## config.mk

```make
export PLATFORM = sky130hd
export DESIGN_NAME = best_fit_partition_allocator_top
export DESIGN_NICKNAME = d
export VERILOG_FILES = /design/src/bfpa_pkg.sv /design/src/bfpa_ctrl.sv /design/src/bfpa_datapath.sv /design/src/best_fit_partition_allocator_top.sv
export SDC_FILE = /design/constraint.sdc
export NUM_CORES = 1
export LEC_CHECK = 0
export BUFFER_PORTS_ARGS = -buffer_cell sky130_fd_sc_hd__buf_4
export CAP_MARGIN = 15
export CORE_UTILIZATION = 45
export DETAILED_ROUTE_END_ITERATION = 16
export PLACE_DENSITY = 0.65
export SYNTH_ARGS = -nofsm -noshare
export SYNTH_HDL_FRONTEND = slang
export SYNTH_SLANG_ARGS = --single-unit
```

## constraint.sdc

```tcl
create_clock -name clock -period 9.91 [get_ports clock]
set_input_delay 2.973 -clock clock [delete_from_list [all_inputs] [get_ports clock]]
set_output_delay 2.973 -clock clock [all_outputs]
set_load 0.05 [all_outputs]
```

## src/bfpa_pkg.sv

```systemverilog
// Package for the best-fit partition allocator: sizes, codes, word types
// and the priority-to-units mapping. No dependencies.
`timescale 1ns / 1ps
`default_nettype none

package bfpa_pkg;

   // Table geometry
   localparam int NUM_SLOTS  = 20;
   localparam int OWNER_BITS = 16;
   localparam int SLOT_BITS  = (NUM_SLOTS > 1) ? $clog2(NUM_SLOTS) : 1;

   // Field widths
   localparam int COUNT_BITS       = 5;
   localparam int PRIO_BITS        = 4;
   localparam int SLOT_FIELD_BITS  = 5;
   localparam int UNITS_BITS       = 2;
   localparam int FREED_FIELD_BITS = 5;

   // Width for comparing a slot index against region bounds
   localparam int CMP_BITS = ((SLOT_BITS > COUNT_BITS) ? SLOT_BITS : COUNT_BITS) + 1;

   // Register reset values
   localparam logic [COUNT_BITS-1:0] LARGE_COUNT_RESET  = 5'd4;
   localparam logic [COUNT_BITS-1:0] MEDIUM_COUNT_RESET = 5'd4;

   // Partition sizes in units
   localparam logic [UNITS_BITS-1:0] UNITS_LARGE  = 2'd3;
   localparam logic [UNITS_BITS-1:0] UNITS_MEDIUM = 2'd2;
   localparam logic [UNITS_BITS-1:0] UNITS_SMALL  = 2'd1;

   // Priority thresholds
   localparam logic [PRIO_BITS-1:0] PRIO_LARGE_MAX = 4'd2;
   localparam logic [PRIO_BITS-1:0] PRIO_MEDIUM    = 4'd3;

   typedef enum logic {
      OP_ADMIT   = 1'b0,
      OP_RELEASE = 1'b1
   } op_type;

   typedef enum logic [1:0] {
      STATUS_ADMITTED = 2'd0,
      STATUS_NO_FIT   = 2'd1,
      STATUS_RELEASED = 2'd2,
      STATUS_NONE     = 2'd3
   } status_type;

   typedef enum logic {
      CSR_LARGE_COUNT  = 1'b0,
      CSR_MEDIUM_COUNT = 1'b1
   } csr_index_type;

   typedef enum logic {
      ST_IDLE = 1'b0,
      ST_EXEC = 1'b1
   } ctrl_state_type;

   typedef struct packed {
      op_type                operation;
      logic [OWNER_BITS-1:0] owner_id;
      logic [PRIO_BITS-1:0]  priority_req;
   } req_type;

   typedef struct packed {
      status_type                  status;
      logic [SLOT_FIELD_BITS-1:0]  slot_index;
      logic [UNITS_BITS-1:0]       units_needed;
      logic [FREED_FIELD_BITS-1:0] freed_count;
   } rsp_type;

   // Controller to datapath commands
   typedef struct packed {
      logic load;   // capture the request word
      logic exec;   // search/update the table and register the result
   } ctrl_cmd_type;

   // Map an admit priority to the units it needs
   function automatic logic [UNITS_BITS-1:0] units_for_priority(
      input logic [PRIO_BITS-1:0] prio
   );
      logic [UNITS_BITS-1:0] units;
      if (prio <= PRIO_LARGE_MAX) begin
         units = UNITS_LARGE;
      end else if (prio == PRIO_MEDIUM) begin
         units = UNITS_MEDIUM;
      end else begin
         units = UNITS_SMALL;
      end
      return units;
   endfunction

endpackage

`default_nettype wire

```

## src/bfpa_ctrl.sv

```systemverilog
// Controller for the best-fit partition allocator: two-state sequencer
// that issues load and exec commands. Depends on bfpa_pkg.
`timescale 1ns / 1ps
`default_nettype none

module bfpa_ctrl (
   input  wire logic                  clock,
   input  wire logic                  reset,
   input  wire logic                  start,
   output logic                       busy,
   output logic                       rsp_valid,
   output bfpa_pkg::ctrl_cmd_type     cmd
);

   bfpa_pkg::ctrl_state_type state_ff;
   bfpa_pkg::ctrl_state_type state_in;
   logic                     rsp_valid_ff;
   logic                     rsp_valid_in;

   // Next state
   always_comb begin
      state_in = state_ff;
      unique case (state_ff)
         bfpa_pkg::ST_IDLE: begin
            if (start) begin
               state_in = bfpa_pkg::ST_EXEC;
            end
         end
         bfpa_pkg::ST_EXEC: begin
            state_in = bfpa_pkg::ST_IDLE;
         end
         default: begin
            state_in = bfpa_pkg::ST_IDLE;
         end
      endcase
   end

   // Outputs
   always_comb begin
      busy     = 1'b0;
      cmd.load = 1'b0;
      cmd.exec = 1'b0;
      unique case (state_ff)
         bfpa_pkg::ST_IDLE: begin
            cmd.load = start;
         end
         bfpa_pkg::ST_EXEC: begin
            busy     = 1'b1;
            cmd.exec = 1'b1;
         end
         default: begin
            busy = 1'b0;
         end
      endcase
   end

   // Strobe the result word the cycle after exec
   assign rsp_valid_in = cmd.exec;
   assign rsp_valid    = rsp_valid_ff;

   always_ff @(posedge clock) begin
      if (reset) begin
         state_ff     <= bfpa_pkg::ST_IDLE;
         rsp_valid_ff <= 1'b0;
      end else begin
         state_ff     <= state_in;
         rsp_valid_ff <= rsp_valid_in;
      end
   end

   // Assertions
   a_exec_one_cycle : assert property (@(posedge clock) disable iff (reset)
      busy |=> !busy)
      else $error("exec state held longer than one cycle");

   a_strobe_after_exec : assert property (@(posedge clock) disable iff (reset)
      cmd.exec |=> rsp_valid)
      else $error("no result strobe after exec");

   a_accept_enters_exec : assert property (@(posedge clock) disable iff (reset)
      (start && !busy) |=> busy)
      else $error("accepted word did not start exec");

endmodule

`default_nettype wire

```

## src/bfpa_datapath.sv

```systemverilog
// Datapath for the best-fit partition allocator: size registers, partition
// table, best-fit search, release match and result register. Depends on bfpa_pkg.
`timescale 1ns / 1ps
`default_nettype none

module bfpa_datapath (
   input  wire logic                                  clock,
   input  wire logic                                  reset,
   input  wire bfpa_pkg::ctrl_cmd_type                cmd,
   input  wire bfpa_pkg::req_type                     req_data,
   input  wire logic                                  csr_we,
   input  wire bfpa_pkg::csr_index_type               csr_index,
   input  wire logic [bfpa_pkg::COUNT_BITS-1:0]       csr_wdata,
   output bfpa_pkg::rsp_type                          rsp_data
);

   logic [bfpa_pkg::COUNT_BITS-1:0]  large_count_ff;
   logic [bfpa_pkg::COUNT_BITS-1:0]  medium_count_ff;
   bfpa_pkg::req_type                req_ff;
   bfpa_pkg::rsp_type                rsp_ff;
   bfpa_pkg::rsp_type                rsp_in;
   logic [bfpa_pkg::NUM_SLOTS-1:0]   slot_free_ff;
   logic [bfpa_pkg::NUM_SLOTS-1:0]   slot_free_in;
   logic [bfpa_pkg::OWNER_BITS-1:0]  slot_owner_ff [bfpa_pkg::NUM_SLOTS];

   logic [bfpa_pkg::CMP_BITS-1:0]    large_end;
   logic [bfpa_pkg::CMP_BITS-1:0]    medium_end;
   logic [bfpa_pkg::NUM_SLOTS-1:0]   mask_large;
   logic [bfpa_pkg::NUM_SLOTS-1:0]   mask_medium;
   logic [bfpa_pkg::NUM_SLOTS-1:0]   mask_small;
   logic [bfpa_pkg::NUM_SLOTS-1:0]   mask_pick;
   logic [bfpa_pkg::NUM_SLOTS-1:0]   release_match;
   logic [bfpa_pkg::UNITS_BITS-1:0]  need;
   logic [bfpa_pkg::SLOT_BITS-1:0]   pick;
   logic                             found;
   logic                             admit_hit;
   logic [bfpa_pkg::FREED_FIELD_BITS-1:0] freed;

   // Index of the lowest set bit of a slot mask
   function automatic logic [bfpa_pkg::SLOT_BITS-1:0] lowest_index(
      input logic [bfpa_pkg::NUM_SLOTS-1:0] mask
   );
      logic [bfpa_pkg::NUM_SLOTS-1:0] lone;
      logic [bfpa_pkg::SLOT_BITS-1:0] idx;
      lone = mask & (~mask + 1'b1);
      idx  = '0;
      for (int i = 0; i < bfpa_pkg::NUM_SLOTS; i++) begin
         if (lone[i]) begin
            idx = idx | bfpa_pkg::SLOT_BITS'(i);
         end
      end
      return idx;
   endfunction

   // Size registers
   always_ff @(posedge clock) begin
      if (reset) begin
         large_count_ff  <= bfpa_pkg::LARGE_COUNT_RESET;
         medium_count_ff <= bfpa_pkg::MEDIUM_COUNT_RESET;
      end else if (csr_we) begin
         unique case (csr_index)
            bfpa_pkg::CSR_LARGE_COUNT:  large_count_ff  <= csr_wdata;
            bfpa_pkg::CSR_MEDIUM_COUNT: medium_count_ff <= csr_wdata;
            default: large_count_ff <= large_count_ff;
         endcase
      end
   end

   // Capture the request word
   always_ff @(posedge clock) begin
      if (cmd.load) begin
         req_ff <= req_data;
      end
   end

   // Classify every free partition by size
   assign large_end  = bfpa_pkg::CMP_BITS'(large_count_ff);
   assign medium_end = bfpa_pkg::CMP_BITS'(large_count_ff)
                     + bfpa_pkg::CMP_BITS'(medium_count_ff);

   always_comb begin
      for (int i = 0; i < bfpa_pkg::NUM_SLOTS; i++) begin
         mask_large[i]    = slot_free_ff[i] && (bfpa_pkg::CMP_BITS'(i) < large_end);
         mask_medium[i]   = slot_free_ff[i] && (bfpa_pkg::CMP_BITS'(i) >= large_end)
                          && (bfpa_pkg::CMP_BITS'(i) < medium_end);
         mask_small[i]    = slot_free_ff[i] && (bfpa_pkg::CMP_BITS'(i) >= large_end)
                          && (bfpa_pkg::CMP_BITS'(i) >= medium_end);
         release_match[i] = !slot_free_ff[i] && (slot_owner_ff[i] == req_ff.owner_id);
      end
   end

   // Best fit: smallest size class that holds the need, lowest index first
   assign need = bfpa_pkg::units_for_priority(req_ff.priority_req);

   always_comb begin
      found     = 1'b1;
      mask_pick = '0;
      if ((need == bfpa_pkg::UNITS_SMALL) && (mask_small != '0)) begin
         mask_pick = mask_small;
      end else if ((need != bfpa_pkg::UNITS_LARGE) && (mask_medium != '0)) begin
         mask_pick = mask_medium;
      end else if (mask_large != '0) begin
         mask_pick = mask_large;
      end else begin
         found = 1'b0;
      end
   end

   assign pick      = lowest_index(mask_pick);
   assign admit_hit = cmd.exec && (req_ff.operation == bfpa_pkg::OP_ADMIT) && found;
   assign freed     = bfpa_pkg::FREED_FIELD_BITS'($countones(release_match));

   // Next free flags
   always_comb begin
      slot_free_in = slot_free_ff;
      if (cmd.exec) begin
         if (req_ff.operation == bfpa_pkg::OP_RELEASE) begin
            slot_free_in = slot_free_ff | release_match;
         end else if (found) begin
            slot_free_in[pick] = 1'b0;
         end
      end
   end

   always_ff @(posedge clock) begin
      if (reset) begin
         slot_free_ff <= '1;
      end else begin
         slot_free_ff <= slot_free_in;
      end
   end

   // Record the owner of an admitted partition
   always_ff @(posedge clock) begin
      if (admit_hit) begin
         slot_owner_ff[pick] <= req_ff.owner_id;
      end
   end

   // Build the result word
   always_comb begin
      rsp_in = '0;
      if (req_ff.operation == bfpa_pkg::OP_ADMIT) begin
         rsp_in.units_needed = need;
         if (found) begin
            rsp_in.status     = bfpa_pkg::STATUS_ADMITTED;
            rsp_in.slot_index = bfpa_pkg::SLOT_FIELD_BITS'(pick);
         end else begin
            rsp_in.status = bfpa_pkg::STATUS_NO_FIT;
         end
      end else begin
         rsp_in.freed_count = freed;
         rsp_in.status      = (release_match != '0) ? bfpa_pkg::STATUS_RELEASED
                                                     : bfpa_pkg::STATUS_NONE;
      end
   end

   always_ff @(posedge clock) begin
      if (cmd.exec) begin
         rsp_ff <= rsp_in;
      end
   end

   assign rsp_data = rsp_ff;

   // Assertions
   a_admit_takes_one : assert property (@(posedge clock) disable iff (reset)
      admit_hit |=> ($countones(slot_free_ff) + 1 == $past($countones(slot_free_ff))))
      else $error("admit did not take exactly one partition");

   a_release_frees : assert property (@(posedge clock) disable iff (reset)
      (cmd.exec && (req_ff.operation == bfpa_pkg::OP_RELEASE))
      |=> ($countones(slot_free_ff)
           == $past($countones(slot_free_ff)) + int'(rsp_ff.freed_count)))
      else $error("release count does not match freed partitions");

   a_table_idle_stable : assert property (@(posedge clock) disable iff (reset)
      !cmd.exec |=> $stable(slot_free_ff))
      else $error("free flags changed outside exec");

endmodule

`default_nettype wire

```

## src/best_fit_partition_allocator_top.sv

```systemverilog
// Top level of the best-fit partition allocator: joins the controller and
// the datapath. Depends on bfpa_pkg, bfpa_ctrl and bfpa_datapath.
//
//   channel   handshake           word
//   --------  ------------------  ------------------------------
//   request   start / busy        req_data  (bfpa_pkg::req_type)
//   result    rsp_valid strobe    rsp_data  (bfpa_pkg::rsp_type)
//   config    csr_we              csr_index, csr_wdata
//
// Each word is first captured; then, in the exec state, the single
// compare-and-encode over the partition table picks or frees and updates it.
// busy is high during the exec state; a new word can be taken the cycle after.
// The result strobes for one cycle after the update; the receiver cannot stall.
// Synchronous reset marks every partition free and loads both size counts with 4.
`timescale 1ns / 1ps
`default_nettype none

module best_fit_partition_allocator_top (
   input  wire logic                              clock,
   input  wire logic                              reset,
   input  wire logic                              start,
   output logic                                   busy,
   input  wire bfpa_pkg::req_type                 req_data,
   output logic                                   rsp_valid,
   output bfpa_pkg::rsp_type                      rsp_data,
   input  wire logic                              csr_we,
   input  wire bfpa_pkg::csr_index_type           csr_index,
   input  wire logic [bfpa_pkg::COUNT_BITS-1:0]   csr_wdata
);

   bfpa_pkg::ctrl_cmd_type cmd;

   // Sequencer
   bfpa_ctrl u_ctrl (
      .clock     (clock),
      .reset     (reset),
      .start     (start),
      .busy      (busy),
      .rsp_valid (rsp_valid),
      .cmd       (cmd)
   );

   // Table and search
   bfpa_datapath u_datapath (
      .clock     (clock),
      .reset     (reset),
      .cmd       (cmd),
      .req_data  (req_data),
      .csr_we    (csr_we),
      .csr_index (csr_index),
      .csr_wdata (csr_wdata),
      .rsp_data  (rsp_data)
   );

endmodule

`default_nettype wire
```

# --- After elaboration in Yosys (flattened, before gate mapping) ---
# Memories as Yosys holds them, arrays and structs flattened.
# Index checks and enable logic that the tools add are counted.
classes:
  n_addsub: 21
  n_lt_le_gt_ge: 83
  eq_ne: 23
  mux: 40
  bitwise_logic: 9
  reduce_logical: 134
ops:
  columns: ["cell", "n"]
  rows:
  - ["16-bit == test", 20]
  - ["1-bit logical AND", 105]
  - ["20-bit 2-to-1 mux", 5]
  - ["20-bit nonzero test", 4]
  - ["4-bit by 6-bit greater-or-equal comparator with 1-bit output, first input constant", 8]
  - ["4-bit by 6-bit < comparator with 1-bit output, first input constant", 8]
  - ["5-bit adder", 9]
  - ["20-bit AND", 2]
  - ["4-bit by 5-bit greater-or-equal comparator with 1-bit output, first input constant", 8]
  - ["4-bit by 5-bit < comparator with 1-bit output, first input constant", 8]
  - ["20-bit NOT", 2]
  - ["4-bit 2-to-1 mux", 8]
  - ["3-bit by 6-bit greater-or-equal comparator with 1-bit output, first input constant", 4]
  - ["5-bit by 6-bit greater-or-equal comparator with 1-bit output, first input constant", 4]
  - ["3-bit by 6-bit < comparator with 1-bit output, first input constant", 4]
  - ["5-bit by 6-bit < comparator with 1-bit output, first input constant", 4]
  - ["1-bit by 1-bit adder with 2-bit output", 10]
  - ["20-bit by 1-bit adder with 20-bit output, second input constant", 1]
  - ["3-bit by 5-bit greater-or-equal comparator with 1-bit output, first input constant", 4]
  - ["5-bit greater-or-equal comparator, first input constant", 4]
  - ["1-bit logical NOT", 20]
  - ["3-bit by 5-bit < comparator with 1-bit output, first input constant", 4]
  - ["5-bit < comparator, first input constant", 4]
  - ["5-bit 2-to-1 mux", 4]
  - ["25 further kinds", 56]
word_totals:
  register_bits: 67
  ramBits: 320
  output_inout_bits: 16
  wordCells: 323
  mem_count: 1
memory_table:
  columns: ["memory", "depth", "word_bits", "read_ports", "rd_ports_with_merged_regs", "wr", "line_no", "rtl"]
  rows:
  - ["u_datapath.slot_owner_ff", 20, 16, 20, 0, 1, "bfpa_datapath.sv:24", "logic [bfpa_pkg::OWNER_BITS-1:0] slot_owner_ff [bfpa_pkg::NUM_SLOTS];"]

# --- Depth between registers and ports, before layout ---
# Gate-level depths: netlist of run 1.
depth:
  depth_word: 37
  depth_mapped: 22
  mapped_depth_nobuf: 17

# --- Hierarchy ---
# Synthesis of run 1 repeated with hierarchy kept, for this count alone.
hier_totals:
  cells_unflattened: 1427
  hier_area_um2: 18790.5
modules_own_cells:
  columns: ["module", "n_inst", "cells_per_inst", "area_each_um2", "seq_area_each_um2"]
  rows:
  - ["bfpa_datapath", 1, 1420, 18707.9, 11260.8]
  - ["bfpa_ctrl", 1, 7, 82.6, 40.0]

# --- Worst setup path before layout of run 1 ---
# OpenSTA, ideal clock, no wires.
synth_path:
  path_kind: "reg2reg"
  startpoint: "register u_datapath.large_count_ff[1] in the netlist's numbering"
  endpoint: "memory u_datapath.slot_owner_ff[0][0] in the netlist's numbering (enable)"
  setup_ns: 0.433
  t_arrival_ns: 5.753
  required_time_ns: 9.477
  setup_slack_ns: 3.723
  path_stages_with_launch: 20
  path_buffers: 5
  cell_sequence: "dfxtp_1 buf_4 buf_2 inv_1 fa_1 nor2b_1 clkbuf_1 o31ai_1 o21ai_0 o21ai_0 o211ai_1 o32ai_4 buf_6 buf_2 a21oi_1 a211o_1 nand2_1 o21ai_0 a211o_1 nor4_1"
synth_via:
  elab_chain_cells: 29
synth_lines:
  columns: ["element", "line_no", "rtl"]
  rows:
  - ["start, declared", "bfpa_datapath.sv:17", "logic [bfpa_pkg::COUNT_BITS-1:0] large_count_ff;"]
  - ["start signal, assigned", "bfpa_datapath.sv:58", "large_count_ff <= bfpa_pkg::LARGE_COUNT_RESET;"]
  - ["start signal, assigned", "bfpa_datapath.sv:62", "bfpa_pkg::CSR_LARGE_COUNT: large_count_ff <= csr_wdata;"]
  - ["start signal, assigned", "bfpa_datapath.sv:64", "default: large_count_ff <= large_count_ff;"]
  - ["5-bit by 5-bit adder with 6-bit output (tied with other cells)", "bfpa_datapath.sv:79", "+ bfpa_pkg::CMP_BITS'(medium_count_ff);"]
  - ["1-bit by 6-bit < comparator with 1-bit output (tied with other cells)", "bfpa_datapath.sv:85", "&& (bfpa_pkg::CMP_BITS'(i) < medium_end);"]
  - ["1-bit logical AND", "bfpa_datapath.sv:85", null]
  - ["20-bit nonzero test", "bfpa_datapath.sv:100", "end else if ((need != bfpa_pkg::UNITS_LARGE) && (mask_medium != '0)) begin"]
  - ["1-bit logical AND", "bfpa_datapath.sv:100", null]
  - ["20-bit 2-to-1 mux", "bfpa_datapath.sv:100", null]
  - ["20-bit 2-to-1 mux", "bfpa_datapath.sv:98", "if ((need == bfpa_pkg::UNITS_SMALL) && (mask_small != '0)) begin"]
  - ["20-bit NOT", "bfpa_datapath.sv:45", "lone = mask & (~mask + 1'b1);"]
  - ["20-bit by 1-bit adder with 20-bit output", "bfpa_datapath.sv:45", null]
  - ["20-bit AND", "bfpa_datapath.sv:45", null]
  - ["1-bit 2-to-1 mux", "bfpa_datapath.sv:48", "if (lone[i]) begin"]
  - ["2-bit 2-to-1 mux (2 in a row)", "bfpa_datapath.sv:48", null]
  - ["3-bit 2-to-1 mux (4 in a row)", "bfpa_datapath.sv:48", null]
  - ["4-bit 2-to-1 mux (8 in a row)", "bfpa_datapath.sv:48", null]
  - ["5-bit 2-to-1 mux (4 in a row)", "bfpa_datapath.sv:48", null]
  - ["end, declared", "bfpa_datapath.sv:24", null]
# Several ways; a longest one is shown, not always the timed one.

# --- Worst setup path in the final report of run 1 ---
layout_path:
  startpoint: "register u_datapath.large_count_ff[0] in the netlist's numbering"
  endpoint: "memory u_datapath.slot_owner_ff[19][13] in the netlist's numbering (enable)"
# Same word-level chain as after synthesis.

==> metrics, run 1 <==
crit path launch type flop; peak ir drop on the vdd network 0.000143 V; antenna diode count 0; met1 Track Usage GR 31.9%; Slew HR 18.8%; die height 208 µm; share of synthesized registers carrying an async set or reset 0%; Final Cycle Share 71.0%; std cell rows 75; most common library cell in the layout ignoring fill and taps edfxtp_1; reg2reg setup slack 2.87 ns; 1st-iter DRT viols 1,019; unrepaired setup endpoints after global routing false; Hold Crit Depth 2; power share of the sequential group 47.6%; power spent charging and discharging nets 946 µW; worst-case clock buffer depth 3; sequential share of the synthesized area 59.0%; Power Density 177 nW/µm²; DIE AREA 43,400 µm²; total congestion overflow after global routing 0; end of the worst register-to-register path u_datapath.slot_owner_ff[19][13]; length of the first detailed-routing pass in iterations 7; share of final-layout standard cells stronger than drive strength 1 12.4%; Final Instance Area 21,600 µm²; Mapped Cells 1,508; Hold Path Origin u_datapath.medium_count_ff[3]; port bufs 46; global routing met3 resource utilization 3.32%; met2 usage 35.5%; growth of design area from synthesis to finish 12.6%; launch point of the worst reg-to-reg path u_datapath.large_count_ff[0]; clock sinks 387; Global Route Usage Sum 22.5%; total negative setup slack 0 ns; initial antenna violation count 1; width of the chip 208 µm; Yosys reg bits 387; number of design rule violations left after detail routing 0; static leakage 0.00730 µW; maximum number of pins on one net before global-route repair 41; number of synthesized flops with an enable pin 355; CTS hold repair buffers 0; number of setup buffers added after CTS 0; count of filler cells inserted in the layout 3,572; setup clock skew after layout 0.0302 ns; average size of a mapped cell 12.7 µm²; number of buffers added by the clock tree synthesis step 42; relative contribution of the clock network to total power 41.0%; number of max-slew violations in the final report 0; class of the most critical hold timing path flop to flop; standard cell area after detailed placement 20,200 µm²; path depth of the worst reg2reg path 17; syn_nets 1,583; synth warn 0; share of total power in combinational logic 11.4%; grt peak-use layer met2; Post-DRT Antenna Nets 0; post-route minimum period 7.04 ns; Setup crit end kind flop; insertion delay of the later-clocked pin in the worst-skew pair 0.58 ns; worst hold path endpoint u_datapath.medium_count_ff[3]; # resized after CTS 0; routed wire length 48.0 mm; starting utilization of the core area 45.7%; Final Hold Viols 0; core region area 41,900 µm²; Post-layout nets 1,640; maximum operating frequency 0.142 GHz; Synth Cell Area 19,200 µm²; clock-pin slew of the registers on the worst-case setup and hold paths 0.06 ns; routability cong. 0.977; Routed WL per cell 22.5 µm; commonest cells after routing, fill and taps aside 355 x edfxtp_1, 289 x xnor2_1, 85 x buf_4; number of top-level design ports 47; Pint 2880 µW; worst-margin pin slew 1.21 ns; crit-path max FO 25; run status finished, final reports clean; # Max-Cap Violations 0; data required time of the critical path 10.17 ns; via-per-instance ratio 5.64; global-route wire length before repair 73.7 mm; clock tree from TritonCTS yes; maximum level of the CTS H-tree 2; count of final setup violators 0; vias after detailed routing 12,053; critical path class flop to flop; net switching share of the total power 24.7%; cell at the root of the clock tree clkbuf_16; arrival time reported for the critical path endpoint 7.30 ns; dominant register cell in the synthesized netlist edfxtp_1; number of distinct standard cells referenced by the synthesized netlist 89; DPL Wire Length 31.7 mm; vias in the first global route 11,992
## sequential cells by signal (all words and copies together), names as in the netlist
register                    cells
u_ctrl.state_ff                 1
u_datapath.slot_owner_ff      320
u_datapath.slot_free_ff        20
u_datapath.rsp_data            14
u_datapath.medium_count_ff      5
u_datapath.large_count_ff       5
u_ctrl.rsp_valid                1
u_datapath.req_ff              21
## final cells by class
type	instances	area [µm²]	area share [%]
Sequential cell	387	11300	52.4
Multi-Input combinational cell	989	7340	34.0
Clock buffer	49	1100	5.09
Tap cell	539	674	3.12
Timing Repair Buffer	87	661	3.06
Clock inverter	28	289	1.34
Inverter	58	218	1.01
## metrics by stage
| stage | setup WS [ns] | util, % | hold WS (ns) | total power, µW | instances |
|---|---|---|---|---|---|
| 2_1_floorplan | 3.72 | - | 0.441 | 2160 | 1508 |
| 3_3_place_gp | 2.92 | 48.1 | 0.457 | 2290 | 2058 |
| 3_5_place_dp | 2.66 | 48.1 | 0.460 | 2290 | 2058 |
| 4_1_cts | 2.65 | 51.4 | 0.467 | 3870 | 2135 |
| 5_1_grt | 2.35 | 51.5 | 0.483 | 3950 | 2137 |
| 6_report | 2.87 | 51.5 | 0.464 | 3830 | 2137 |
## cells by family (layout without fill, tap and decap cells)
group                      count (synthesis)  after routing  share of synthesized area [%]
AOI/OAI and AO/OA                        209            209                           7.54
DFF                                      387            387                           59.0
and+or+nand+nor                          395            395                           11.3
muxes                                     14             14                          0.744
xor gates and xnor gates                 324            324                           14.9
adders and majority gates                 47             47                           3.62
buffers and inverters                    132            222                           2.95
## power by group through the flow
stage               clock [µW]  sequential [µW]  combinational, µW
floorplan                    0             1870                286
global placement             0             1860                434
detailed placement           0             1860                432
CTS                       1610             1820                434
global route              1660             1830                472
finish                    1570             1820                436
## worst max path at each step
stage,start,end,slack (ns),cells after the start
after floorplan,u_datapath.large_count_ff[1],u_datapath.slot_owner_ff[0][0],3.72,19
after global routing,u_datapath.large_count_ff[0],u_datapath.slot_owner_ff[19][13],2.35,17
after CTS,u_datapath.large_count_ff[0],u_datapath.slot_owner_ff[18][11],2.65,16
after global placement,u_datapath.large_count_ff[0],u_datapath.slot_owner_ff[19][5],2.92,15
after detailed placement,u_datapath.large_count_ff[0],u_datapath.slot_owner_ff[18][1],2.66,16
final,u_datapath.large_count_ff[0],u_datapath.slot_owner_ff[19][13],2.87,17
## routing by layer
layer	vias to the layer above	part of all wire, %
met4	0	2.9
met1	6027	47
li1	5634	-
met5	-	0
met2	312	46
met3	80	4.5
## cell usage after synthesis (all sizes together) (32+ instances only)
library cell    n  share of area [%]
a21oi          59                1.5
buf            39                1.1
clkbuf         35               0.69
dfxtp          32                3.3
edfxtp        355                 56
inv            58                1.1
nand2          66                1.3
nand4          84                2.8
nor2           64                1.3
nor4           33                1.1
o21ai          49                1.3
xnor2         290                 13
xor2           34                1.6
## critical path: stages, from the launching register on
cell and delay [ns]:
dfxtp_1 0.66, ha_1 0.33, inv_1 0.08, fa_1 0.68, nor2b_1 0.34, o31ai_1 0.22
o21ai_0 0.13, o21ai_0 0.59, o211ai_1 0.29, o32ai_4 0.59, buf_4 0.36, nor2_1 0.08
a21oi_1 0.37, nand4b_1 0.40, or3_1 0.52, nand2b_1 0.27, nor3_2 0.56, buf_6 0.24
Power figures use the tool's default switching activity.
==> inputs of run 2 (changes only) <==
Clock period 9.91 ns to 7.21 ns, I/O delays scaled along.
==> run 2 against run 1 <==
Sequential share of layout area is 0.66 points lower. Non-clock buffer count rose by 40. Global-route usage decreased by 0.072 points. Largest cell class unchanged. Critical path type unchanged.
==> metrics, run 2 (synthesis results as in run 1) <==
data required time of the critical path 7.46 ns (-2.71 ns); Post-DRT Antenna Nets 0 (unchanged); largest registers u_datapath.slot_owner_ff (320), u_datapath.req_ff (21), u_datapath.slot_free_ff (20); static leakage 0.00748 µW (+2.5%); number of setup buffers added after CTS 0 (unchanged); number of design rule violations left after detail routing 0 (unchanged); number of top-level design ports 47 (unchanged); Critical Path Max Stage Delay 1.02 ns (+0.34 ns); Layout Utilization 52.1% (+0.66 points); # Max-Cap Violations 0 (unchanged); starting utilization of the core area 45.7% (unchanged); worst-case clock buffer depth 3 (unchanged); width of the chip 208 µm (unchanged); Routed WL per cell 22.3 µm (-0.63%); clock sinks 387 (unchanged); antenna diode count 0 (unchanged); std cell rows 75 (unchanged); setup clock skew after layout 0.0218 ns (-0.00841 ns); class of the most critical hold timing path flop to flop; run status finished, final reports clean; number of flip-flops in the largest register 320 (unchanged); total congestion overflow after global routing 0 (unchanged); most common library cell in the layout ignoring fill and taps edfxtp_1; vias in the first global route 11,793 (-1.7%); post-route minimum period 6.42 ns (-0.616 ns); DPL Wire Length 33.2 mm (+4.7%); crit path launch type flop; DIE AREA 43,400 µm² (unchanged); standard cell area after detailed placement 20,500 µm² (+1.8%); Global Route Usage Sum 22.4% (-0.072 points); overall power 5200 µW (+36%); growth of design area from synthesis to finish 14.1%; Final Cycle Share 89.1% (+18 points); number of max-slew violations in the final report 0 (unchanged); length of the first detailed-routing pass in iterations 5 (-2); Post-layout nets 1,679 (+2.4%); total negative setup slack 0 ns (unchanged); length of routed met2 wiring 21.9 mm (about the same); port bufs 46 (unchanged); # resized after CTS 0 (unchanged); initial antenna violation count 0 (-1); cell with the most instances on the worst path nor2_1; routability cong. 0.916 (-6.2%); 1st-iter DRT viols 908 (-11%); highest routed layer met4; setup slack of the critical path after layout 0.787 ns (-2.08 ns); via-per-instance ratio 5.67 (+0.53%); insertion delay of the later-clocked pin in the worst-skew pair 0.56 ns (-0.02 ns); vias after detailed routing 12,332 (+2.3%); arrival time reported for the critical path endpoint 6.68 ns (-0.62 ns); post-place setup slack 0.882 ns (-1.78 ns); routed wire length 48.6 mm (+1.1%); share of final-layout standard cells stronger than drive strength 1 14.0% (+1.6 points); Final Hold Viols 0 (unchanged); CTS hold repair buffers 0 (unchanged); unrepaired setup endpoints after global routing false; number of buffers added by the clock tree synthesis step 41 (-2.4%); register ranked first by flip-flop count u_datapath.slot_owner_ff; die height 208 µm (unchanged); reg2reg setup slack 0.79 ns (-2.08 ns); global-route wire length before repair 73.2 mm (-0.65%); clock tree from TritonCTS yes; commonest cells after routing, fill and taps aside 355 x edfxtp_1, 289 x xnor2_1, 123 x buf_4; Worst path slowest cell o32ai_4; maximum level of the CTS H-tree 2 (unchanged); Power Density 238 nW/µm² (+34%); critical path class flop to flop; count of final setup violators 0 (unchanged); routed length on met3 2.63 mm (+22%); cell at the root of the clock tree clkbuf_16; clock-pin slew of the registers on the worst-case setup and hold paths 0.07 ns (about the same); crit-path max FO 31 (+24%); worst-margin pin slew 1.13 ns (-0.0806 ns); maximum operating frequency 0.156 GHz (+9.6%); maximum number of pins on one net before global-route repair 41 (unchanged); Final Instance Area 21,900 µm² (+1.3%); Slew HR 25.0% (+6.1 points); sequence of cells on the critical path ha_1 -> inv_1 -> fa_1 -> xor2_2 -> nor2_1 -> nor2_1 -> o21ai_0 -> o2111ai_1 -> o32ai_4 -> nor3_1 -> a31oi_1 -> nand4b_1 -> or3_4 -> nor4_2 -> buf_4; Setup crit end kind flop; core region area 41,900 µm² (unchanged); peak ir drop on the vdd network 0.000183 V (+28%); Post-Route M1 WL 22.6 mm (+0.34%)
==> run 2: cell count changes in the layout (fill, tap and decap cells not counted), sizes merged <==
cell / delta
buf: +40
bufinv: -3
clkbuf: +12
clkinv: -8
clkinvlp: -4
inv: +1
==> run 2: final cells by class <==
type | instances | area (µm²)
sequential | 387 | 11300
timing repair buffer | 127 | 1000
tap | 539 | 674
clock inverter | 14 | 150
fill | 3567 | 20100
inverter | 58 | 218
multi-input combinational | 989 | 7340
clock buffer | 61 | 1170
==> run 2: through the flow <==
stage / instances / hold slack, ns
after floorplan: 1508 / 0.441
after global placement: 2100 / 0.452
after detailed placement: 2100 / 0.457
after CTS: 2175 / 0.467
after global routing: 2175 / 0.498
final: 2175 / 0.463
==> run 2: worst paths after layout <==
kind                                               startpoint                               end  cells past startpoint
worst min-delay path            u_datapath.medium_count_ff[4]     u_datapath.medium_count_ff[4]                      2
worst min register to register  u_datapath.medium_count_ff[4]     u_datapath.medium_count_ff[4]                      2
worst max-delay path            u_datapath.medium_count_ff[0]  u_datapath.slot_owner_ff[17][11]                     15
worst max register to register  u_datapath.medium_count_ff[0]  u_datapath.slot_owner_ff[17][11]                     15
==> run 2: power by group <==
group	total (µW)	internal, µW	switching [µW]
Combinational	612	224	388
Clock	2080	1210	870
Sequential	2510	2480	31.7
Total	5200	3910	1290
==> run 2: metal layers <==
layer	track usage [%]	up-vias
met2	34.5	392
met5	0	-
met4	7.74	0
met3	2.73	77
li1	-	5703
met1	32.7	6160
==> run 2: worst max-delay path, delay by kind of cell (launching register included) <==
kind	cells	cell delay, ns
XOR/XNOR	1	0.30
adder cells (fa/ha/maj)	2	0.85
AND/OR/NAND/NOR	6	2.07
flip-flops	1	0.34
AO/OA/AOI/OAI	4	2.10
buffers and inverters	2	0.44
==> inputs of run 3 (changes only) <==
Settings changed: ABC_AREA set to 1.
==> run 3 against run 2 <==
Clock-buffer cell count decreased by 6. Synthesized cell count increased by 11%. Critical path depth increased by 3. Critical endpoint is now u_datapath.rsp_data[3]. Largest power group unchanged.
==> metrics, run 3 <==
antenna diode count 0 (unchanged); global-route wire length before repair 74.5 mm (+1.8%); routed wire length 48.8 mm (+0.35%); critical path class flop to flop; synth warn 0 (unchanged); Synth Cell Area 19,100 µm² (about the same); clock sinks 387 (unchanged); Bufs and invs on worst path 4 (+2); peak ir drop on the vdd network 0.000199 V (+9.0%); Post-DRT Antenna Nets 0 (unchanged); count of final setup violators 0 (unchanged); Global Route Usage Sum 22.8% (+0.36 points); leading post-synthesis cells by cell area edfxtp_1 56%, xor2_1 8.0%, xnor2_1 5.9%, nand2_1 3.7%, dfxtp_1 3.3%; maximum operating frequency 0.172 GHz (+10%); share of synthesized registers carrying an async set or reset 0% (unchanged); number of synthesized flops with an enable pin 355 (unchanged); cell at the root of the clock tree clkbuf_16; dominant combinational cell family by area after synthesis simple AND/OR/NAND/NOR gates; static leakage 0.00812 µW (+8.5%); sequence of cells on the critical path buf_4 -> xor2_1 -> nor4_1 -> nand4_1 -> nor2_1 -> inv_1 -> ha_1 -> fa_1 -> inv_1 -> fa_1 -> inv_1 -> fa_1 -> fa_1 -> ha_1 -> a21o_1 -> a21oi_1 -> o21ai_0 -> a21oi_1; die height 208 µm (about the same); dominant register cell in the synthesized netlist edfxtp_1; number of top-level design ports 47 (unchanged); Critical Path Max Stage Delay 1.03 ns (about the same); register ranked first by flip-flop count u_datapath.slot_owner_ff; largest registers u_datapath.slot_owner_ff (320), u_datapath.req_ff (21), u_datapath.slot_free_ff (20); family of cells with the greatest summed delay on the critical path adder cells; area of all sequential standard cells 11,300 µm² (unchanged); Yosys reg bits 387 (unchanged); 1st-iter DRT viols 1,000 (+10%); Worst path slowest cell edfxtp_1; post-synthesis share of cell area spent on and, or, nand and nor gates 15.6% (+4.3 points); Final Hold Viols 0 (unchanged); starting utilization of the core area 45.6% (about the same); worst-margin pin slew 1.08 ns (-0.0482 ns); Hold Crit Depth 2 (unchanged); port bufs 46 (unchanged); class of the most critical hold timing path flop to flop; share of synthesized cell area in full adder, half adder and majority cells 3.46% (-0.15 points); Commonest cells post-synth 355 x edfxtp_1, 189 x nand2_1, 174 x xor2_1; count leader, synth edfxtp_1; vias in the first global route 12,395 (+5.1%); average size of a mapped cell 11.5 µm² (-9.6%); Slew HR 28.2% (+3.2 points); Hold Path Origin u_datapath.slot_free_ff[7]; Setup crit end kind flop; data required time of the critical path 7.64 ns (+0.18 ns); most area-hungry cell type in the Yosys netlist edfxtp_1; sequential share of the synthesized area 59.0% (about the same); vias after detailed routing 12,628 (+2.4%); post-synthesis share of cell area spent on xor and xnor gates 14.0% (-0.88 points); insertion delay of the later-clocked pin in the worst-skew pair 0.58 ns (+0.02 ns); Mapped Cells 1,667 (+11%); via-per-instance ratio 5.42 (-4.5%); Routed WL per cell 20.9 µm (-6.4%); total negative setup slack 0 ns (unchanged); initial antenna violation count 0 (unchanged); DPL Wire Length 33.9 mm (+2.0%); core region area 41,900 µm² (unchanged); Post-layout nets 1,838 (+9.5%); most common library cell in the layout ignoring fill and taps edfxtp_1; maximum number of pins on one net before global-route repair 42 (+2.4%); arrival time reported for the critical path endpoint 6.25 ns (-0.43 ns); final hold slack 0.477 ns (+0.0135 ns); Compound-Gate Fraction of Synth Area 3.54% (-4.0 points); commonest cells after routing, fill and taps aside 355 x edfxtp_1, 189 x nand2_1, 174 x xor2_1; total congestion overflow after global routing 0 (unchanged); clock-pin slew of the registers on the worst-case setup and hold paths 0.07 ns (about the same); run status finished, final reports clean; net switching share of the total power 26.4% (+1.6 points); crit-path max FO 23 (-26%); number of setup buffers added after CTS 0 (unchanged); count of filler cells inserted in the layout 3,655 (+2.5%); number of flip-flops in the largest register 320 (unchanged); Final Cycle Share 80.7% (-8.4 points); number of design rule violations left after detail routing 0 (unchanged); worst hold path endpoint u_datapath.slot_free_ff[7]; unrepaired setup endpoints after global routing false; crit path launch type flop; reg2reg setup slack 1.39 ns (+0.60 ns); DIE AREA 43,400 µm² (about the same); power spent charging and discharging nets 1400 µW (+8.3%); CTS hold repair buffers 0 (unchanged); share of total power in combinational logic 13.9% (+2.1 points); routability cong. 0.948 (+3.5%); syn_nets 1,742 (+10%); growth of design area from synthesis to finish 13.1%; Yosys top cell area share 55.7% (about the same); Pint 3890 µW (-0.58%); # Max-Cap Violations 0 (unchanged); setup clock skew after layout 0.0264 ns (+0.00464 ns); length of the first detailed-routing pass in iterations 5 (unchanged); width of the chip 208 µm (about the same); area of combinational cells with multiple inputs 7020 µm² (-4.3%); # resized after CTS 0 (unchanged); clock tree from TritonCTS yes; end of the worst register-to-register path u_datapath.rsp_data[3]; number of max-slew violations in the final report 0 (unchanged); std cell rows 75 (unchanged); launch point of the worst reg-to-reg path u_datapath.req_ff[8]; relative contribution of the clock network to total power 38.2% (-1.7 points); proportion of synthesized area in mux cells 0% (-0.74 points); Layout Utilization 51.6% (-0.49 points); power share of the sequential group 47.9% (-0.4 points); share of final-layout standard cells stronger than drive strength 1 12.7% (-1.3 points); Power Density 244 nW/µm² (+2.6%); path depth of the worst reg2reg path 18 (+3); cell with the most instances on the worst path fa_1; worst-case clock buffer depth 3 (unchanged); post-route minimum period 5.82 ns (-0.602 ns); number of distinct standard cells referenced by the synthesized netlist 47 (-47%); number of buffers added by the clock tree synthesis step 40 (-2.4%); maximum level of the CTS H-tree 2 (unchanged)
==> run 3: cell count changes after synthesis, sizes merged, moves of 35 or more <==
cell,before,now
nand4,84,49
xor2,34,174
nor2,64,163
nand3,27,116
inv,58,151
xnor2,290,130
nand2,66,211
==> run 3: area by class of cell <==
type,count,share of cell area [%]
timing repair buffer,107,3.84
clock inverter,16,0.757
clock buffer,55,5.03
multi-input combinational,1076,32.4
sequential,387,52.2
inverter,151,2.63
tap,539,3.11
==> run 3: logic make-up after synthesis <==
family / count (synthesis)
AND/OR/NAND/NOR: 615
flip-flops: 387
XOR/XNOR: 304
buffers and inverters: 204
AO/OA/AOI/OAI: 113
adder cells (fa/ha/maj): 44
==> run 3: power groups by stage <==
stage,clock network (µW),logic [µW],registers (µW)
6_report,2020,735,2530
5_1_grt,2150,805,2530
4_1_cts,2060,728,2530
3_5_place_dp,0,725,2580
3_3_place_gp,0,722,2580
2_1_floorplan,0,496,2580
==> run 3: metrics by stage <==
step / instances / area, µm² / setup WS [ns] / power (µW)
after global placement: 2259 / 20400 / 1.43 / 3300
after CTS: 2331 / 21700 / 1.42 / 5320
after detailed placement: 2260 / 20400 / 1.40 / 3300
final: 2331 / 21700 / 1.39 / 5280
after floorplan: 1667 / 19100 / 1.66 / 3080
after global routing: 2331 / 21700 / 0.998 / 5490
==> run 3: worst reg2reg max path: cells and delay by family, from the launching register on <==
family / cells / cell delay (ns)
buf+inv: 4 / 0.57
compound gates: 4 / 0.57
flops: 1 / 1.03
xor+xnor: 1 / 0.10
fa+ha+maj: 6 / 2.63
simple gates: 3 / 0.81
==> run 3: how the worst max path moves through the flow <==
stage,start,to,slack (ns),cells after the start
4_1_cts,u_datapath.req_ff[8],u_datapath.rsp_data[3],1.42,18
3_3_place_gp,u_datapath.req_ff[8],u_datapath.rsp_data[3],1.43,18
5_1_grt,u_datapath.req_ff[8],u_datapath.rsp_data[3],1.0,18
6_report,u_datapath.req_ff[8],u_datapath.rsp_data[3],1.39,18
3_5_place_dp,u_datapath.req_ff[8],u_datapath.rsp_data[3],1.40,18
2_1_floorplan,u_datapath.req_ff[17],u_datapath.rsp_data[3],1.66,19
==> run 3: layer usage <==
metal | global-route usage [%] | wire, µm | up-vias
li1 | - | - | 5929
met5 | 0 | 0 | -
met3 | 2.85 | 2740 | 80
met2 | 36.2 | 22600 | 417
met4 | 8.12 | 1350 | 0
met1 | 32.2 | 22100 | 6202
